**src/design/knn_top_k_classifier_defines.svh**
```systemverilog
// assertion macros for the knn classifier top level
// no dependencies; pulled in by the top level with an include
`ifndef KNN_TOP_K_CLASSIFIER_DEFINES_SVH
`define KNN_TOP_K_CLASSIFIER_DEFINES_SVH

// same-cycle implication, quiet while reset is asserted
`define KNN_ASSERT_HOLDS(label, clk, rst_n, ante, cons, msg) \
    label: assert property (@(posedge clk) disable iff (!rst_n) (ante) |-> (cons)) \
        else $error(msg);

// next-cycle implication, quiet while reset is asserted
`define KNN_ASSERT_NEXT(label, clk, rst_n, ante, cons, msg) \
    label: assert property (@(posedge clk) disable iff (!rst_n) (ante) |=> (cons)) \
        else $error(msg);

`endif

```
**src/design/knn_pkg.sv**
```systemverilog
// types, sizes and codes for the knn top-k classifier
// no dependencies; imported by knn_top_k_classifier
package knn_pkg;

    localparam int MAX_FEATURES = 64;
    localparam int MAX_K        = 16;
    localparam int MAX_CLASSES  = 16;

    localparam int FEAT_IDX_W = 6;
    localparam int FEAT_W     = 16;
    localparam int CLASS_W    = 4;
    localparam int NF_W       = 7;
    localparam int K_W        = 5;
    localparam int NC_W       = 5;
    localparam int CNT_W      = 5;
    localparam int DIST_W     = 40;
    localparam int MAG_W      = FEAT_W;
    localparam int SQ_W       = 2 * MAG_W;
    localparam int CFG_IDX_W  = 2;
    localparam int CFG_DATA_W = 7;

    localparam int SLOT_W = $clog2(MAX_K);
    localparam int CLS_W  = $clog2(MAX_CLASSES);
    localparam int IDX_W  = (SLOT_W > CLS_W) ? SLOT_W : CLS_W;

    localparam logic [DIST_W-1:0] DIST_MAX = '1;
    localparam logic [CNT_W-1:0]  VOTE_MAX = '1;

    typedef enum logic [1:0] {
        KIND_TEST     = 2'd0,
        KIND_TRAIN    = 2'd1,
        KIND_END      = 2'd2,
        KIND_CLASSIFY = 2'd3
    } t_kind;

    typedef enum logic [CFG_IDX_W-1:0] {
        CFG_NUM_FEATURES = 2'd0,
        CFG_K_USED       = 2'd1,
        CFG_NUM_CLASSES  = 2'd2
    } t_cfg_idx;

    typedef enum logic [2:0] {
        S_IDLE,
        S_SQ,
        S_ACC,
        S_CNT,
        S_VOTE
    } t_state;

    typedef struct packed {
        t_kind                     kind;
        logic [FEAT_IDX_W-1:0]     feature_index;
        logic signed [FEAT_W-1:0]  feature_value;
        logic [CLASS_W-1:0]        sample_label;
    } t_item;

    typedef struct packed {
        logic [CLASS_W-1:0] predicted_class;
        logic               no_prediction;
        logic [CNT_W-1:0]   neighbors_found;
    } t_result;

endpackage

```
**src/design/knn_top_k_classifier.sv**
```systemverilog
// knn top-k classifier: distance accumulation, sorted neighbor list, vote
// test feature, end-of-sample and out-of-range training items leave busy low; a training
// feature keeps busy high through the square and add states after the memory read at its
// accept edge; classify keeps busy high through a scan of the k_used slots, then of the
// num_classes votes (both clamped), result strobe in the first cycle with busy low again; receiver cannot stall
// reset (i_rst_n low, synchronous) empties the list, clears the sum, loads register defaults
`include "knn_top_k_classifier_defines.svh"

module knn_top_k_classifier
    import knn_pkg::*;
(
    input  logic                  i_clk,
    input  logic                  i_rst_n,
    // item channel
    input  logic                  start,
    output logic                  busy,
    input  t_item                 i_item,
    // result channel, one-cycle strobe
    output logic                  o_res_valid,
    output t_result               o_res,
    // configuration write channel
    input  logic                  i_cfg_valid,
    output logic                  o_cfg_ready,
    input  logic [CFG_IDX_W-1:0]  i_cfg_index,
    input  logic [CFG_DATA_W-1:0] i_cfg_data
);

    // ---------------------------------------------------------------
    // state
    // ---------------------------------------------------------------
    t_state                   r_state,    n_state;
    logic [NF_W-1:0]          r_nf,       n_nf;
    logic [K_W-1:0]           r_k,        n_k;
    logic [NC_W-1:0]          r_nc,       n_nc;

    // running squared distance of the sample being streamed
    logic [DIST_W-1:0]        r_acc,      n_acc;
    logic signed [FEAT_W-1:0] r_val,      n_val;
    logic [SQ_W-1:0]          r_sq,       n_sq;

    // sorted neighbor list, nearest in slot 0
    logic [DIST_W-1:0]        r_dist   [MAX_K];
    logic [DIST_W-1:0]        n_dist   [MAX_K];
    logic [CLASS_W-1:0]       r_cls    [MAX_K];
    logic [CLASS_W-1:0]       n_cls    [MAX_K];
    logic [MAX_K-1:0]         r_filled,   n_filled;

    // vote counters and scan state
    logic [CNT_W-1:0]         r_vote   [MAX_CLASSES];
    logic [CNT_W-1:0]         n_vote   [MAX_CLASSES];
    logic [IDX_W-1:0]         r_idx,      n_idx;
    logic [CNT_W-1:0]         r_found,    n_found;
    logic [CLS_W-1:0]         r_best,     n_best;
    logic [CNT_W-1:0]         r_best_n,   n_best_n;

    t_result                  r_res,      n_res;
    logic                     r_res_valid, n_res_valid;

    // test vector store, one write or one read per cycle, registered read data
    logic signed [FEAT_W-1:0] r_tv_mem [MAX_FEATURES];
    logic signed [FEAT_W-1:0] r_tv_q;

    // ---------------------------------------------------------------
    // handshakes and clamped registers
    // ---------------------------------------------------------------
    logic                     w_accept;
    logic                     w_cfg_we;
    logic [NF_W-1:0]          w_nf_eff;
    logic [K_W-1:0]           w_k_eff;
    logic [NC_W-1:0]          w_nc_eff;
    logic [IDX_W-1:0]         w_k_last;
    logic [IDX_W-1:0]         w_nc_last;
    logic                     w_train_ok;

    assign busy        = (r_state != S_IDLE);
    assign w_accept    = start && !busy;
    assign o_cfg_ready = 1'b1;
    assign w_cfg_we    = i_cfg_valid && o_cfg_ready;

    assign w_nf_eff = (r_nf == '0) ? NF_W'(1) :
                      ((r_nf > NF_W'(MAX_FEATURES)) ? NF_W'(MAX_FEATURES) : r_nf);
    assign w_k_eff  = (r_k == '0) ? K_W'(1) :
                      ((r_k > K_W'(MAX_K)) ? K_W'(MAX_K) : r_k);
    assign w_nc_eff = (r_nc == '0) ? NC_W'(1) :
                      ((r_nc > NC_W'(MAX_CLASSES)) ? NC_W'(MAX_CLASSES) : r_nc);
    assign w_k_last  = IDX_W'(w_k_eff - K_W'(1));
    assign w_nc_last = IDX_W'(w_nc_eff - NC_W'(1));

    // training features past the configured length do not count
    assign w_train_ok = (NF_W'(i_item.feature_index) < w_nf_eff);

    // ---------------------------------------------------------------
    // test vector memory
    // ---------------------------------------------------------------
    always_ff @(posedge i_clk) begin
        if (w_accept && i_item.kind == KIND_TEST) begin
            r_tv_mem[i_item.feature_index] <= i_item.feature_value;
        end
        if (w_accept && i_item.kind == KIND_TRAIN) begin
            r_tv_q <= r_tv_mem[i_item.feature_index];
        end
    end

    // ---------------------------------------------------------------
    // difference, magnitude, square
    // ---------------------------------------------------------------
    logic signed [FEAT_W:0]   w_diff;
    logic [MAG_W-1:0]         w_mag;
    logic [DIST_W:0]          w_sum;

    // |a - b| of two q8.8 values never exceeds 16 bits
    assign w_diff = {r_tv_q[FEAT_W-1], r_tv_q} - {r_val[FEAT_W-1], r_val};
    assign w_mag  = w_diff[FEAT_W] ? MAG_W'(-w_diff) : MAG_W'(w_diff);
    assign w_sum  = {1'b0, r_acc} + (DIST_W+1)'(r_sq);

    // ---------------------------------------------------------------
    // insertion: parallel compare, shift below the insertion slot
    // ---------------------------------------------------------------
    logic [MAX_K-1:0]         w_in_k;
    logic [MAX_K-1:0]         w_hit;
    logic [MAX_K-1:0]         w_before;
    logic [MAX_K-1:0]         w_prev_filled;
    logic [DIST_W-1:0]        w_prev_dist [MAX_K];
    logic [CLASS_W-1:0]       w_prev_cls  [MAX_K];

    assign w_prev_filled = {r_filled[MAX_K-2:0], 1'b0};

    always_comb begin
        for (int j = 0; j < MAX_K; j++) begin
            w_in_k[j] = (K_W'(j) < w_k_eff);
            // an empty slot takes any distance; ties keep the older sample
            w_hit[j]  = w_in_k[j] && (!r_filled[j] || (r_acc < r_dist[j]));
        end
        for (int j = 0; j < MAX_K; j++) begin
            w_before[j] = |(w_hit & ((MAX_K'(1) << j) - MAX_K'(1)));
        end
        w_prev_dist[0] = r_acc;
        w_prev_cls[0]  = i_item.sample_label;
        for (int j = 1; j < MAX_K; j++) begin
            w_prev_dist[j] = r_dist[j-1];
            w_prev_cls[j]  = r_cls[j-1];
        end
    end

    // ---------------------------------------------------------------
    // next state
    // ---------------------------------------------------------------
    logic [SLOT_W-1:0]        w_slot;
    logic [CLASS_W-1:0]       w_slot_cls;
    logic [CLS_W-1:0]         w_cls_idx;
    logic                     w_new_best;

    assign w_slot     = r_idx[SLOT_W-1:0];
    assign w_slot_cls = r_cls[w_slot];
    assign w_cls_idx  = r_idx[CLS_W-1:0];
    assign w_new_best = (r_vote[w_cls_idx] > r_best_n);

    always_comb begin
        n_state     = r_state;
        n_nf        = r_nf;
        n_k         = r_k;
        n_nc        = r_nc;
        n_acc       = r_acc;
        n_val       = r_val;
        n_sq        = r_sq;
        n_dist      = r_dist;
        n_cls       = r_cls;
        n_filled    = r_filled;
        n_vote      = r_vote;
        n_idx       = r_idx;
        n_found     = r_found;
        n_best      = r_best;
        n_best_n    = r_best_n;
        n_res       = r_res;
        n_res_valid = 1'b0;

        if (w_cfg_we) begin
            unique case (i_cfg_index)
                CFG_NUM_FEATURES: n_nf = i_cfg_data;
                CFG_K_USED:       n_k  = i_cfg_data[K_W-1:0];
                CFG_NUM_CLASSES:  n_nc = i_cfg_data[NC_W-1:0];
                default:          ;
            endcase
        end

        unique case (r_state)
            S_IDLE: begin
                if (w_accept) begin
                    unique case (i_item.kind)
                        KIND_TEST: ;
                        KIND_TRAIN: begin
                            n_val = i_item.feature_value;
                            if (w_train_ok) begin
                                n_state = S_SQ;
                            end
                        end
                        KIND_END: begin
                            for (int j = 0; j < MAX_K; j++) begin
                                if (w_in_k[j] && w_before[j]) begin
                                    n_dist[j]   = w_prev_dist[j];
                                    n_cls[j]    = w_prev_cls[j];
                                    n_filled[j] = w_prev_filled[j];
                                end else if (w_hit[j]) begin
                                    n_dist[j]   = r_acc;
                                    n_cls[j]    = i_item.sample_label;
                                    n_filled[j] = 1'b1;
                                end
                            end
                            n_acc = '0;
                        end
                        KIND_CLASSIFY: begin
                            for (int c = 0; c < MAX_CLASSES; c++) begin
                                n_vote[c] = '0;
                            end
                            n_idx   = '0;
                            n_found = '0;
                            n_state = S_CNT;
                        end
                        default: ;
                    endcase
                end
            end
            S_SQ: begin
                n_sq    = w_mag * w_mag;
                n_state = S_ACC;
            end
            S_ACC: begin
                // saturate at the top of the 40-bit range
                n_acc   = w_sum[DIST_W] ? DIST_MAX : w_sum[DIST_W-1:0];
                n_state = S_IDLE;
            end
            S_CNT: begin
                if (r_filled[w_slot] && (NC_W'(w_slot_cls) < w_nc_eff)) begin
                    if (r_vote[w_slot_cls[CLS_W-1:0]] != VOTE_MAX) begin
                        n_vote[w_slot_cls[CLS_W-1:0]] =
                            r_vote[w_slot_cls[CLS_W-1:0]] + CNT_W'(1);
                    end
                    n_found = r_found + CNT_W'(1);
                end
                if (r_idx == w_k_last) begin
                    n_idx    = '0;
                    n_best   = '0;
                    n_best_n = '0;
                    n_state  = S_VOTE;
                end else begin
                    n_idx = r_idx + IDX_W'(1);
                end
            end
            S_VOTE: begin
                // strict compare: the lowest class wins a tie
                if (w_new_best) begin
                    n_best   = w_cls_idx;
                    n_best_n = r_vote[w_cls_idx];
                end
                if (r_idx == w_nc_last) begin
                    n_res.predicted_class = (r_found != '0) ? CLASS_W'(n_best) : '0;
                    n_res.no_prediction   = (r_found == '0);
                    n_res.neighbors_found = r_found;
                    n_res_valid           = 1'b1;
                    n_filled              = '0;
                    for (int j = 0; j < MAX_K; j++) begin
                        n_dist[j] = DIST_MAX;
                        n_cls[j]  = '0;
                    end
                    n_state = S_IDLE;
                end else begin
                    n_idx = r_idx + IDX_W'(1);
                end
            end
            default: n_state = S_IDLE;
        endcase
    end

    // ---------------------------------------------------------------
    // registers
    // ---------------------------------------------------------------
    always_ff @(posedge i_clk) begin
        if (!i_rst_n) begin
            r_state     <= S_IDLE;
            r_nf        <= NF_W'(1);
            r_k         <= K_W'(1);
            r_nc        <= NC_W'(2);
            r_acc       <= '0;
            r_filled    <= '0;
            r_res_valid <= 1'b0;
        end else begin
            r_state     <= n_state;
            r_nf        <= n_nf;
            r_k         <= n_k;
            r_nc        <= n_nc;
            r_acc       <= n_acc;
            r_filled    <= n_filled;
            r_res_valid <= n_res_valid;
        end
    end

    // payload registers, no reset needed
    always_ff @(posedge i_clk) begin
        r_val    <= n_val;
        r_sq     <= n_sq;
        r_dist   <= n_dist;
        r_cls    <= n_cls;
        r_vote   <= n_vote;
        r_idx    <= n_idx;
        r_found  <= n_found;
        r_best   <= n_best;
        r_best_n <= n_best_n;
        r_res    <= n_res;
    end

    assign o_res_valid = r_res_valid;
    assign o_res       = r_res;

    // ---------------------------------------------------------------
    // assertions
    // ---------------------------------------------------------------
    // a result beat only follows the last step of the class scan
    `KNN_ASSERT_HOLDS(a_res_after_vote, i_clk, i_rst_n, o_res_valid, $past(r_state == S_VOTE), "result beat without a vote scan")
    // the last scan step emits a beat and leaves the list empty
    `KNN_ASSERT_NEXT(a_list_cleared, i_clk, i_rst_n, (r_state == S_VOTE) && (r_idx == w_nc_last), o_res_valid && (r_filled == '0), "classify did not clear the list")
    // filled slots always form a prefix of the list
    `KNN_ASSERT_HOLDS(a_filled_prefix, i_clk, i_rst_n, 1'b1, (r_filled & (r_filled + MAX_K'(1))) == '0, "filled slots are not contiguous")

endmodule
```
**config.mk**
```make
export PLATFORM = sky130hd
export DESIGN_NAME = knn_top_k_classifier
export DESIGN_NICKNAME = d
export VERILOG_FILES = /design/src/design/knn_pkg.sv /design/src/design/knn_top_k_classifier.sv
export VERILOG_INCLUDE_DIRS = /design/src /design/src/design
export SDC_FILE = /design/constraint.sdc
export NUM_CORES = 2
export LEC_CHECK = 0
export BUFFER_PORTS_ARGS = -buffer_cell sky130_fd_sc_hd__buf_4
export CAP_MARGIN = 15
export CORE_AREA = 2 2 488 490
export DETAILED_ROUTE_END_ITERATION = 10
export DIE_AREA = 0 0 490 492
export SLEW_MARGIN = 20
export SYNTH_ARGS = -nofsm -noshare
export SYNTH_HDL_FRONTEND = slang
export SYNTH_SLANG_ARGS = --single-unit
```
**constraint.sdc**
```tcl
create_clock -name i_clk -period 11.8 [get_ports i_clk]
set_input_delay 0.59 -clock i_clk [delete_from_list [all_inputs] [get_ports i_clk]]
set_output_delay 0.59 -clock i_clk [all_outputs]
set_load 0.01 [all_outputs]
```
* Word-level counts from Yosys, hierarchy flattened *
Memory sizes are Yosys's and may differ from the RTL's. A register that Yosys moved wholly into a read port is not among the register bits.
Index checks and enable logic that the tools add are counted.

operators by class
  add/sub/neg operators = 8
  $mul = 1
  divide/modulo/power cells = 0
  magnitude comparators = 42
  equality and inequality tests = 39
  shifts and indexed selects = 0
  multiplexer cells = 159
  bitwise gates (word level) = 2
  reduce and logical (&&, ||, !) cells = 126

operators by type and width
  cell                                                        count
  two-way mux 640 bit                                         3
  two-way mux 40 bit                                          34
  case mux 640 bit (2 select lines)                           1
  less-than comparator 40 bit                                 16
  two-way mux 80 bit                                          4
  two-way mux 64 bit                                          3
  case mux 80 bit (2 select lines)                            1
  two-way mux 4 bit                                           39
  case mux 64 bit (2 select lines)                            1
  AND reduction 5 bit                                         18
  bitwise mux 80 bit                                          1
  case mux 40 bit (2 select lines)                            1
  two-way mux 5 bit                                           14
  two-way mux 16 bit                                          4
  inequality test 3 bit (second input constant)               16
  adder 40 x 32 -> 41 bit                                     1
  binary-select mux 5 bit (select 4 bit)                      2
  less-than comparator 4 x 5 -> 1 bit (first input constant)  8
  logical AND 1 bit                                           36
  two-way mux 1 bit                                           35
  multiplier 16 x 16 -> 32 bit                                1
  case mux 16 bit (2 select lines)                            1
  demux 5 bit (select 4 bit)                                  1
  less-than comparator 3 x 5 -> 1 bit (first input constant)  4
  other kinds (61)                                            132

storage, ports and cells
  bits in registers = 937
  latch bits = 0
  bits in writable memories = 1024
  memory bits (read-only) = 0
  output and inout port bits = 13
  memories kept = 1

memory list
  name      depth  bits a word  read ports  clocked after memory_dff  write ports  line                        RTL
  r_tv_mem  64     16           1           1                         1            knn_top_k_classifier.sv:60  logic signed [FEAT_W-1:0] r_tv_mem [MAX_FEATURES];

* Longest topological paths before layout *
  depth in word-level cells = 13
  depth in mapped cells = 39

* Least setup slack after synthesis *
OpenSTA, ideal clock, no wires.

  path type = register -> register
  start point = register r_idx[1]
  end point = register r_vote[0] (netlist name) (enable)
  library setup time = 0.640 ns
  arrival = 9.228 ns
  required time = 11.160 ns
  setup slack = 1.932 ns
  stages on the path, launching flop included = 15
  path buffers = 4
  clock period less this slack = 9.868 ns
  cell sequence = edfxtp_1 buf_2 buf_1 mux4_2 mux4_2 buf_2 buf_1 ha_1 o21a_1 o21ai_0 nand2b_1 a21oi_1 o2111ai_1 a21oi_1 a21boi_0

between the ends
  cells in the longest elaborated chain, start to end = 11

ends and longest elaborated chain
  element                                                line                         RTL
  from (decl)                                            knn_top_k_classifier.sv:51   logic [IDX_W-1:0] r_idx, n_idx;
  from (signal assigned)                                 knn_top_k_classifier.sv:304  r_idx <= n_idx;
  inverter 4 -> 5 bit (implied by the code)              knn_top_k_classifier.sv:154  assign w_slot_cls = r_cls[w_slot];
  binary-select mux 4 bit (select 4 bit)                 knn_top_k_classifier.sv:154
  two-way mux 4 bit (implied by the code) (2 in series)  knn_top_k_classifier.sv:154
  inverter 4 -> 5 bit (implied by the code)              knn_top_k_classifier.sv:234  if (r_vote[w_slot_cls[CLS_W-1:0]] != VOTE_MAX) begin
  binary-select mux 5 bit (select 4 bit)                 knn_top_k_classifier.sv:234
  two-way mux 5 bit (implied by the code) (2 in series)  knn_top_k_classifier.sv:234
  inequality test 5 bit                                  knn_top_k_classifier.sv:234
  inequality test 2 bit (no line)                        -
  AND reduction 5 bit (no line) *                        -
  to (signal assigned)                                   knn_top_k_classifier.sv:303  r_vote <= n_vote;
  to (decl)                                              knn_top_k_classifier.sv:49   logic [CNT_W-1:0] r_vote [MAX_CLASSES];

Mark *: on every way between the ends. The rest lies on a longest branch, timed or not. The select of a mux whose other input is x is not followed.
A chain may end at the register's enable or synchronous reset.

* Final worst setup path *
  start point = register r_val[0]
  end point = register r_sq[31], data pin

between the ends
  cells in the longest elaborated chain, start to end = 4

ends and longest elaborated chain
  element                         line                         RTL
  from (decl)                     knn_top_k_classifier.sv:38   logic signed [FEAT_W-1:0] r_val, n_val;
  from (signal assigned)          knn_top_k_classifier.sv:299  r_val <= n_val;
  subtractor 16 x 16 -> 17 bit *  knn_top_k_classifier.sv:112  assign w_diff = {r_tv_q[FEAT_W-1], r_tv_q} - {r_val[FEAT_W-1], r_val};
  negator 16 bit                  knn_top_k_classifier.sv:113  assign w_mag = w_diff[FEAT_W] ? MAG_W'(-w_diff) : MAG_W'(w_diff);
  two-way mux 16 bit *            knn_top_k_classifier.sv:113
  multiplier 16 x 16 -> 32 bit *  knn_top_k_classifier.sv:224  n_sq = w_mag * w_mag;
  to (signal assigned)            knn_top_k_classifier.sv:300  r_sq <= n_sq;
  to (decl)                       knn_top_k_classifier.sv:39   logic [SQ_W-1:0] r_sq, n_sq;

Mark *: on every way between the ends. The rest lies on a longest branch, timed or not.

==> summary.md <==
| Metric | Value |
|---|---|
| Status | completed |
| CTS Buffer Depth | 3 |
| MaxCap Viol Count | 0 |
| DRT Pass-1 Iters | 6 |
| Worst IR drop on VDD | 921.9 µV |
| Clk sink count | 1976 |
| Reg power frac | 30.5% |
| Yosys top cell by area | edfxtp_1 |
| GP Congestion | 0.8596 |
| Max incr delay on CP | 720 ps |
| Core ar. | 0.2363 mm² |
| Asr flop ratio synth | 0% |
| Largest net degree at the start of global routing | 155 |
| Syn Area/Cell | 12.13 µm² |
| CP max-delay cell | xnor2_1 |
| Post-synthesis cell count | 8703 |
| CTS clk-pin slew, worst paths | 60 ps |
| Area grow syn2layout | 10.98% |
| Cell row count | 179 |
| Area of the multi-input gates | 0.04209 mm² |
| Die Wd | 490 µm |
| Die Y | 492 µm |
| Via/cell ratio | 5.855 |
| WP data required | 12390 ps |
| Top_reg_cell synth | edfxtp_1 |
| Fin Hold WS | 70.08 ps |
| Routed Antenna Nets | 0 |
| Global-route total usage across every layer | 24.21% |
| Final hold vios | 0 |
| Sw frac | 38.07% |
| RSZ-0062 raised after global routing | no |
| CTS buffer count | 207 |
| Cell variety after synth | 90 |
| Clk network pwr share | 23.3% |
| Fin worst setup slack | 1139 ps |
| Final setup viols | 0 |
| Pwr dens | 241.8 mW/mm² |
| Mapped cell area | 0.1056 mm² |
| Fin. max-slew vios | 0 |
| Crit-path leading delay family | adder cells |
| Fmax | 0.09380 GHz |
| M3 GR Usage | 3.487% |
| Int Pwr | 0.01755 W |
| Sw power | 0.01079 W |
| Post-place setup slack | 1246 ps |
| Initial antenna violation count | 12 |
| First-pass GRT wire length | 447300 µm |
| Fillcell total | 20640 |
| Worst slew margin | 23.97% |
| Share of cells above drive strength 1 | 8.319% |
| CP arrival | 11250 ps |
| DRT Wirelength | 296800 µm |
| Congestion Overflow GR | 0 |
| Post-Place Cell Area | 0.1102 mm² |
| Setup TNS | 0 ps |
| # port buffers | 52 |
| Ranking of synthesized cells by area | edfxtp_1 (54%), ha_1 (9.3%), mux2i_1 (4.0%), inv_1 (3.3%), fa_1 (3.1%) |
| Initial core utilization | 44.69% |
| Sequential cell area | 0.05859 mm² |
| Die ar. | 0.2411 mm² |
| Met2 usage | 39.00% |
| Cell repeated most along the worst path | fa_1 |
| Synth top area share | 54.01% |
| Crit. End Element | flip-flop |
| Type of the worst min-delay path | in -> reg |
| Via count | 70650 |
| # IOs | 54 |
| Routed WL per cell | 24.60 µm |
| Ys Warns | 0 |
| Register area share after synthesis | 55.47% |
| H-tree lvl count | 4 |
| Number of synthesized flops with an enable pin | 1899 |
| Mapped Nets | 9698 |
| Comb pwr share | 46.2% |
| Final Core Density | 49.59% |
| Static leakage | 47.88 nW |
| Final Cycle Share | 90.34% |
| Setup Skew | 107.3 ps |
| GR peak layer | met2 |
| CP Launch Type | flip-flop |
| Critical path class | reg -> reg |
| Worst Path Max Fanout | 9 |
| CTS tree | built |
| GRT met1 Usage | 34.17% |
| Initial DRC count | 6319 |
| Minimum clock period | 10660 ps |
| HPWL Detailed | 193300 µm |
| Post-CTS Setup Bufs | 0 |
| Final Instance Area | 0.1172 mm² |
| Worst path bufs/invs | 6 |
| FF+latch count, synth | 1976 |
| Drt drc | 0 |
| CTS root buf | clkbuf_16 |
| Layout Nets | 9715 |
| Slew at the pin with the worst max-slew slack | 1135 ps |
| Worst-skew pair later-pin latency | 920 ps |
| Number of global-route vias before repair | 70350 |
-- power by group through the flow --
stage	Clock, W	Sequential [W]	Combinational [W]
global placement	0	0.00879	0.0127
floorplan	0	0.00876	0.00952
detailed placement	0	0.00879	0.0130
global route	0.00697	0.00865	0.0146
CTS	0.00669	0.00864	0.0131
finish	0.00659	0.00864	0.0131
-- logic make-up after synthesis --
| family | count (synthesis) | synth area share [%] |
|---|---|---|
| flops | 1976 | 55.47 |
| buf+inv | 1395 | 5.070 |
| fa+ha+maj | 954 | 12.48 |
| simple gates | 1851 | 7.850 |
| xor+xnor | 105 | 0.8911 |
| compound gates | 1920 | 12.65 |
| mux | 501 | 5.587 |
| other cells | 1 | 0.003551 |
-- worst min-delay path, delay by kind of cell --
kind | cells | cell delay, ps
AND/OR/NAND/NOR | 1 | 70
buffers and inverters | 1 | 150
multiplexers | 1 | 90
-- final cells by class --
class | instances | area share [%]
inverter | 935 | 2.995
sequential | 1976 | 50.00
clock buffer | 264 | 4.696
timing repair buffer | 268 | 1.834
tap | 3167 | 3.382
multi-input combinational | 5332 | 35.92
antenna | 4 | 0.008542
clock inverter | 120 | 1.164
-- metrics by stage --
stage / std cells / total power (W)
4_1_cts: 12060 / 0.02846
5_1_grt: 12060 / 0.03021
3_3_place_gp: 11670 / 0.02153
3_5_place_dp: 11670 / 0.02176
2_1_floorplan: 8703 / 0.01828
6_report: 12070 / 0.02833
-- what timing repair did --
| action | 4_1_cts | 5_1_grt |
|---|---|---|
| hold endpoints to repair | 8 | 0 |
| resized for setup | 0 | 0 |
| hold buffers | 4 | 0 |
-- final timing paths --
check	from	endpoint	slack [ps]	depth (start not counted)
min	i_cfg_data[3]	r_k[3]	70	3
min reg2reg	r_acc[10]	r_acc[10]	470	2
max	r_val[0]	r_sq[31]	1140	34
max reg2reg	r_val[0]	r_sq[31]	1140	34
-- sequential cells by signal, indices dropped and copies added (netlist names) --
name,count
o_res,10
o_res_valid,1
r_acc,40
r_best,4
r_best_n,5
r_cls,64
r_dist,640
r_filled,16
r_found,5
r_idx,4
r_k,5
r_nc,5
r_nf,7
r_sq,31
r_state,3
r_tv_mem,1024
r_tv_q,16
r_val,16
r_vote,80
-- routing by layer --
layer | share of wire (%) | wire length [µm]
met1 | 44 | 130900
met2 | 46 | 137600
met3 | 7.0 | 20760
met4 | 2.5 | 7505
met5 | 0.0091 | 27
-- cell usage in the layout, fill, tap and decap left out, drive strengths merged, types with 11 or more instances in the layout --
cell type,count
a22oi,337
o31ai,12
bufinv,17
xor2,40
a31oi,144
o211ai,265
nand4,147
nand2,816
mux4,70
nor3,51
buf,264
and4,16
a21oi,321
nor2b,43
mux2i,424
clkbuf,264
or2,15
ha,789
and2,18
inv,930
and3,28
nor4,11
dfxtp,77
a221oi,101
xnor2,64
o21bai,11
nand2b,87
o21ai,190
o21a,32
nand3,101
o31a,11
nor2,473
a21o,237
a22o,93
o22ai,11
edfxtp,1899
clkinv,103
fa,165
a211oi,66
-- Yosys cell counts (77+ instances only) --
cell,number
a31oi_1,144
a22oi_1,337
nor2_1,472
o211ai_1,265
nand3_1,101
a221oi_1,101
edfxtp_1,1899
o21ai_0,183
clkbuf_1,344
ha_1,789
inv_1,929
a21o_1,237
dfxtp_1,77
nand4_1,147
a22o_1,93
nand2b_1,87
a21oi_1,321
nand2_1,816
fa_1,165
mux2i_1,424
Note: power is estimated with default switching activity, not from simulation.
